--- src/design/lmtfs_pkg.sv ---
// Package for the line map floor-search table.
// Types, payload structs, codes and default sizes shared by all lmtfs modules.
package lmtfs_pkg;

    localparam int TABLE_DEPTH_DEF = 256;
    localparam int LINE_W          = 20;

    localparam logic OP_APPEND = 1'b0;
    localparam logic OP_LOOKUP = 1'b1;

    localparam logic [1:0] ST_APPENDED  = 2'd0;
    localparam logic [1:0] ST_FULL      = 2'd1;
    localparam logic [1:0] ST_FOUND     = 2'd2;
    localparam logic [1:0] ST_NOT_FOUND = 2'd3;

    typedef logic [LINE_W-1:0] t_line;

    typedef struct packed {
        logic  op;
        t_line gen_lno;
        t_line src_lno;
    } t_in_item;

    typedef struct packed {
        logic [1:0] status;
        t_line      found_line;
    } t_out_item;

    // One table row: both lines live in the same memory word
    typedef struct packed {
        t_line gen_lno;
        t_line src_lno;
    } t_entry;

    typedef enum logic [1:0] {
        S_IDLE,
        S_SEARCH,
        S_DONE
    } t_state;

endpackage

--- src/design/lmtfs_ctrl.sv ---
// Sequencer for appends and the binary floor search over the table memory.
// Depends on lmtfs_pkg; drives lmtfs_mem and hands results to the top-level output register.
module lmtfs_ctrl #(
    parameter int DEPTH = lmtfs_pkg::TABLE_DEPTH_DEF,
    parameter int AW    = $clog2(DEPTH),
    parameter int CW    = $clog2(DEPTH + 1)
) (
    input  logic                  i_clk,
    input  logic                  i_rst_n,
    input  logic                  i_in_valid,
    output logic                  o_in_ready,
    input  lmtfs_pkg::t_in_item   i_in_item,
    input  logic                  i_res_free,
    output logic                  o_res_valid,
    output lmtfs_pkg::t_out_item  o_res,
    output logic                  o_mem_wr_en,
    output logic [AW-1:0]         o_mem_wr_addr,
    output lmtfs_pkg::t_entry     o_mem_wr_data,
    output logic                  o_mem_rd_en,
    output logic [AW-1:0]         o_mem_rd_addr,
    input  lmtfs_pkg::t_entry     i_mem_rd_data
);

    lmtfs_pkg::t_state r_state, n_state;

    logic [CW-1:0]        r_count, n_count;
    logic [CW-1:0]        r_lo, n_lo;
    logic [CW-1:0]        r_hi_p1, n_hi_p1;   // exclusive upper bound
    logic [AW-1:0]        r_mid, n_mid;
    lmtfs_pkg::t_line     r_query, n_query;
    logic                 r_hit, n_hit;
    lmtfs_pkg::t_line     r_line, n_line;
    logic [1:0]           r_status, n_status;

    logic                 in_xfer;
    logic                 cmp_le;
    logic [CW:0]          mid_sum;
    logic                 probe_go;
    logic                 is_full;

    assign in_xfer = i_in_valid && (r_state == lmtfs_pkg::S_IDLE);
    assign is_full = (r_count == CW'(DEPTH));
    assign cmp_le  = (i_mem_rd_data.gen_lno <= r_query);

    // Datapath: bounds update, next midpoint, result fields
    always_comb begin
        n_count  = r_count;
        n_lo     = r_lo;
        n_hi_p1  = r_hi_p1;
        n_query  = r_query;
        n_hit    = r_hit;
        n_line   = r_line;
        n_status = r_status;
        unique case (r_state)
            lmtfs_pkg::S_IDLE: begin
                if (in_xfer) begin
                    n_query = i_in_item.gen_lno;
                    n_hit   = 1'b0;
                    n_line  = '0;
                    n_lo    = '0;
                    n_hi_p1 = r_count;
                    if (i_in_item.op == lmtfs_pkg::OP_APPEND) begin
                        if (is_full) begin
                            n_status = lmtfs_pkg::ST_FULL;
                        end else begin
                            n_status = lmtfs_pkg::ST_APPENDED;
                            n_count  = r_count + CW'(1);
                        end
                    end
                end
            end
            lmtfs_pkg::S_SEARCH: begin
                if (cmp_le) begin
                    n_hit  = 1'b1;
                    n_line = i_mem_rd_data.src_lno;
                    n_lo   = CW'(r_mid) + CW'(1);
                end else begin
                    n_hi_p1 = CW'(r_mid);
                end
            end
            lmtfs_pkg::S_DONE: begin
            end
            default: begin
            end
        endcase
        // midpoint of inclusive range [lo, hi_p1-1]; only used when lo < hi_p1
        mid_sum  = {1'b0, n_lo} + {1'b0, n_hi_p1} - (CW+1)'(1);
        n_mid    = mid_sum[AW:1];
        probe_go = (n_lo < n_hi_p1);
        if (r_state == lmtfs_pkg::S_SEARCH && !probe_go) begin
            n_status = n_hit ? lmtfs_pkg::ST_FOUND : lmtfs_pkg::ST_NOT_FOUND;
        end
        if (r_state == lmtfs_pkg::S_IDLE && in_xfer &&
            i_in_item.op == lmtfs_pkg::OP_LOOKUP && !probe_go) begin
            n_status = lmtfs_pkg::ST_NOT_FOUND;
        end
    end

    // Next state
    always_comb begin
        n_state = r_state;
        unique case (r_state)
            lmtfs_pkg::S_IDLE: begin
                if (in_xfer) begin
                    if (i_in_item.op == lmtfs_pkg::OP_LOOKUP && probe_go) begin
                        n_state = lmtfs_pkg::S_SEARCH;
                    end else begin
                        n_state = lmtfs_pkg::S_DONE;
                    end
                end
            end
            lmtfs_pkg::S_SEARCH: begin
                if (!probe_go) begin
                    n_state = lmtfs_pkg::S_DONE;
                end
            end
            lmtfs_pkg::S_DONE: begin
                if (i_res_free) begin
                    n_state = lmtfs_pkg::S_IDLE;
                end
            end
            default: n_state = lmtfs_pkg::S_IDLE;
        endcase
    end

    // Outputs
    always_comb begin
        o_in_ready    = (r_state == lmtfs_pkg::S_IDLE);
        o_mem_wr_en   = in_xfer && (i_in_item.op == lmtfs_pkg::OP_APPEND) && !is_full;
        o_mem_wr_addr = r_count[AW-1:0];
        o_mem_wr_data = '{gen_lno: i_in_item.gen_lno, src_lno: i_in_item.src_lno};
        o_mem_rd_addr = n_mid;
        o_mem_rd_en   = 1'b0;
        unique case (r_state)
            lmtfs_pkg::S_IDLE:
                o_mem_rd_en = in_xfer && (i_in_item.op == lmtfs_pkg::OP_LOOKUP) && probe_go;
            lmtfs_pkg::S_SEARCH:
                o_mem_rd_en = probe_go;
            lmtfs_pkg::S_DONE:
                o_mem_rd_en = 1'b0;
            default:
                o_mem_rd_en = 1'b0;
        endcase
        o_res_valid = (r_state == lmtfs_pkg::S_DONE) && i_res_free;
        o_res       = '{status: r_status, found_line: r_line};
    end

    always_ff @(posedge i_clk) begin
        if (!i_rst_n) begin
            r_state <= lmtfs_pkg::S_IDLE;
            r_count <= '0;
        end else begin
            r_state <= n_state;
            r_count <= n_count;
        end
    end

    always_ff @(posedge i_clk) begin
        r_lo     <= n_lo;
        r_hi_p1  <= n_hi_p1;
        r_mid    <= n_mid;
        r_query  <= n_query;
        r_hit    <= n_hit;
        r_line   <= n_line;
        r_status <= n_status;
    end

endmodule

--- config.mk ---
export PLATFORM = sky130hd
export DESIGN_NAME = lmtfs_ctrl
export DESIGN_NICKNAME = d
export VERILOG_FILES = /design/src/design/lmtfs_pkg.sv /design/src/design/lmtfs_ctrl.sv
export SDC_FILE = /design/constraint.sdc
export NUM_CORES = 1
export LEC_CHECK = 0
export BUFFER_PORTS_ARGS = -buffer_cell sky130_fd_sc_hd__buf_4
export CORE_MARGIN = 1
export CORE_UTILIZATION = 44
export CTS_CLUSTER_SIZE = 40
export DETAILED_ROUTE_END_ITERATION = 12
export PLACE_DENSITY = 0.72
export SETUP_SLACK_MARGIN = 0.3
export SKIP_CTS_REPAIR_TIMING = 1
export SLEW_MARGIN = 20
export SYNTH_ARGS = -nofsm -noshare
export SYNTH_HDL_FRONTEND = slang
export SYNTH_SLANG_ARGS = --single-unit
--- constraint.sdc ---
create_clock -name i_clk -period 5.2 [get_ports i_clk]
set_clock_uncertainty 0.1 [all_clocks]
set_input_delay 0.52 -clock i_clk [delete_from_list [all_inputs] [get_ports i_clk]]
set_output_delay 0.52 -clock i_clk [all_outputs]
set_load 0.02 [all_outputs]
==> run metrics <==
kind of critical path=flip-flop to primary output; Top Ports=167; Detailed Routing Iterations Pass 1=5; final wirelength=11.6 mm; HPWL after DPL=7.99 mm; DIE WIDTH=105 µm; CTS tree=yes; post-synthesis instance total=454; fin crit period=~5.0 ns; Post-Syn Area=around 0.0046 mm²; Port Buf Inserts=126; Clock H-tree levels=3; Die Ht=105 µm; number of max-cap violations=0; Post-DRT Antenna Nets=0; Power Total=~0.0046 W; row cnt=37; Vias/cell=5.23; Clk Latency, worst-skew pair=0.35 ns; Setup TNS Final=0 ns; Mean Syn Cell Area=10.2 µm²; Post-synth EDFFs=40; gp weighted congestion=0.859; actual slew at the worst max-slew pin=~0.74 ns; total grt overflow=0; fill cell count=853; final core occ=0.594; Worst EP arrival=4.38 ns; normalized max-slew margin=0.509; Pins Over Slew Limit=0; power per cell area=748 mW/mm²; vias in the first global route=3,461; DRC viols=0; Ys Warns=0; initial antenna violation count=0; wire per inst=16.5 µm; RSZ-0062 raised after global routing=true; predominant post-synthesis flop cell=edfxtp_1; Unique masters post-synth=56; Starting DRT DRC Count=between 150 and 200; initial core utilization=0.451; Worst setup EP type=primary output; total CTS buffers=9; fraction of the yosys area taken by sequential cells=0.432; fmax=200 MHz; DR vias=3,663; GRT Util Overall=0.188; die area=0.0109 mm²; share of cells above drive strength 1=0.416; clock slew at reported path FFs=0.09 ns; first-pass GRT wire length=16.3 mm; HP Class=primary input to flip-flop; Layout Nets=690; Clock Tree Root=clkbuf_8; Core Footprint=0.0103 mm²; Critical Path Start Type=flip-flop; Final period util=0.961; Synth Net Count=584; P&R area growth vs syn=31.8%; largest net degree at the start of global routing=30; Worst VDD drop=782 µV; CTS Buffer Depth=2; total clock sinks=80; async set-reset flop share out of synthesis=0; hold_ws=between 0.2 and 0.3 ns; Final setup viols=0; outcome=finished, final reports clean; ant diodes=0; Max FO, Critical Path=8; Synth Register Bits=80; Hold Vio Cnt, Final=0; Leak=2.71 nW; critical path data required time=4.58 ns
## cells by family after synthesis
| kind of cell | share of synthesized area |
|---|---|
| flops | 0.432 |
| buf+inv | 0.123 |
| xor+xnor | 0.0397 |
| fa+ha+maj | 0.125 |
| compound gates | 0.139 |
| simple gates | 0.138 |
| mux | 0.00216 |
## per-layer routing
| layer | vias up | part of all wire | global-route usage |
|---|---|---|---|
| met5 | - | 0 | 0 |
| met4 | 0 | 0.027 | 0.0714 |
| met3 | 35 | 0.055 | 0.0299 |
| met2 | 166 | 0.51 | 0.333 |
| met1 | 1702 | 0.40 | 0.228 |
| li1 | 1760 | - | - |
## power by group
part / switching (W) / internal [W] / total (W) / leakage, nW
registers: 0.000132 / 0.000923 / 0.00105 / 0.723
logic: 0.00164 / 0.00145 / 0.00309 / 1.91
clock network: 0.000241 / 0.000176 / 0.000418 / 0.0826
## synthesized netlist by cell type (2+ instances only)
cell type	count	area share
buf_4	48	0.078
ha_1	44	0.12
o21a_1	7	0.011
o31ai_1	2	0.0032
buf_2	3	0.0032
a221o_1	6	0.013
nor4b_1	3	0.0057
a31o_2	2	0.0038
buf_6	2	0.0049
and3_1	6	0.0081
a22o_1	4	0.0076
nand4_1	8	0.011
nand2_1	26	0.021
dfxtp_1	40	0.17
inv_2	2	0.0016
o21ai_1	3	0.0032
nor2_1	17	0.014
nor3_1	4	0.0043
xor2_1	8	0.015
o211ai_1	3	0.0049
inv_1	37	0.030
nand3_1	5	0.0054
xnor2_1	13	0.025
a21o_1	9	0.015
nor2b_1	8	0.011
a21oi_1	20	0.022
a221oi_1	6	0.011
or3_1	2	0.0027
clkbuf_1	5	0.0041
o21ai_0	16	0.017
edfxtp_1	40	0.26
and2_1	30	0.041
a31oi_1	2	0.0027
## cell type report
type	instances	area (µm²)	share of cell area
multi-input cells	275	2440	0.399
flip-flops and latches	80	2000	0.328
repair buffers	154	1170	0.191
well taps	136	170	0.0279
inverters	40	150	0.0246
clock buffers	9	124	0.0203
clock inverters	7	51.3	0.00840
## per-stage QoR
stage	std cells	setup WS, ns	instance area [µm²]
5_1_grt	701	-0.00396	6100
4_1_cts	685	-0.184	5620
3_5_place_dp	669	-0.0828	5450
3_3_place_gp	669	0.0932	5450
6_report	701	0.201	6100
2_1_floorplan	454	0.320	4660
## layout by cell type (no fill, tap or decap), types with 3 or more instances in the layout
master | netlist | final
buf_4 | 48 | 149
dfxtp_1 | 40 | 40
edfxtp_1 | 40 | 40
inv_1 | 37 | 29
ha_1 | 44 | 29
and2_1 | 30 | 28
nand2_1 | 26 | 26
nor2_1 | 17 | 15
ha_4 | 0 | 15
a21oi_1 | 20 | 13
xnor2_1 | 13 | 11
inv_2 | 2 | 10
o21ai_0 | 16 | 9
clkbuf_8 | 0 | 9
nand4_1 | 8 | 8
o21ai_1 | 3 | 8
a21o_1 | 9 | 8
xor2_1 | 8 | 8
nor2b_1 | 8 | 7
o21a_1 | 7 | 7
a221o_1 | 6 | 6
and3_1 | 6 | 6
a21oi_2 | 0 | 5
nand3_1 | 5 | 5
buf_6 | 2 | 4
a221oi_2 | 0 | 3
nor3_1 | 4 | 3
nor4b_1 | 3 | 3
o211ai_1 | 3 | 3
inv_6 | 0 | 3
## path summary, 6_finish.rpt
kind                      end  slack [ns]     startpoint  cells past startpoint
max          o_mem_rd_addr[7]        0.20    r_query[12]                     19
min                r_query[5]        0.25  i_in_item[25]                      1
max reg2reg        r_state[0]        1.10    r_query[12]                     19
min reg2reg             r_hit        0.35          r_hit                      2
## registers in the layout, indices dropped and copies added (netlist names)
signal / flops
r_count: 9
r_hi_p1: 9
r_hit: 1
r_line: 20
r_lo: 9
r_mid: 8
r_query: 20
r_state: 2
r_status: 2
## worst max-delay path, stage by stage (launching register included)
cell      delay (ns)
edfxtp_1        0.39
inv_1           0.09
ha_1            0.24
nand4_1         0.21
nor3_2          0.06
a221o_1         0.38
o31a_4          0.39
buf_6           0.15
a31o_4          0.23
a21oi_4         0.19
ha_4            0.17
inv_1           0.07
ha_4            0.24
a21o_1          0.15
a21o_1          0.18
maj3_2          0.33
a21oi_4         0.16
o21ai_2         0.09
xnor2_2         0.15
buf_4           0.16
Note: power is estimated with default switching activity, not from simulation.
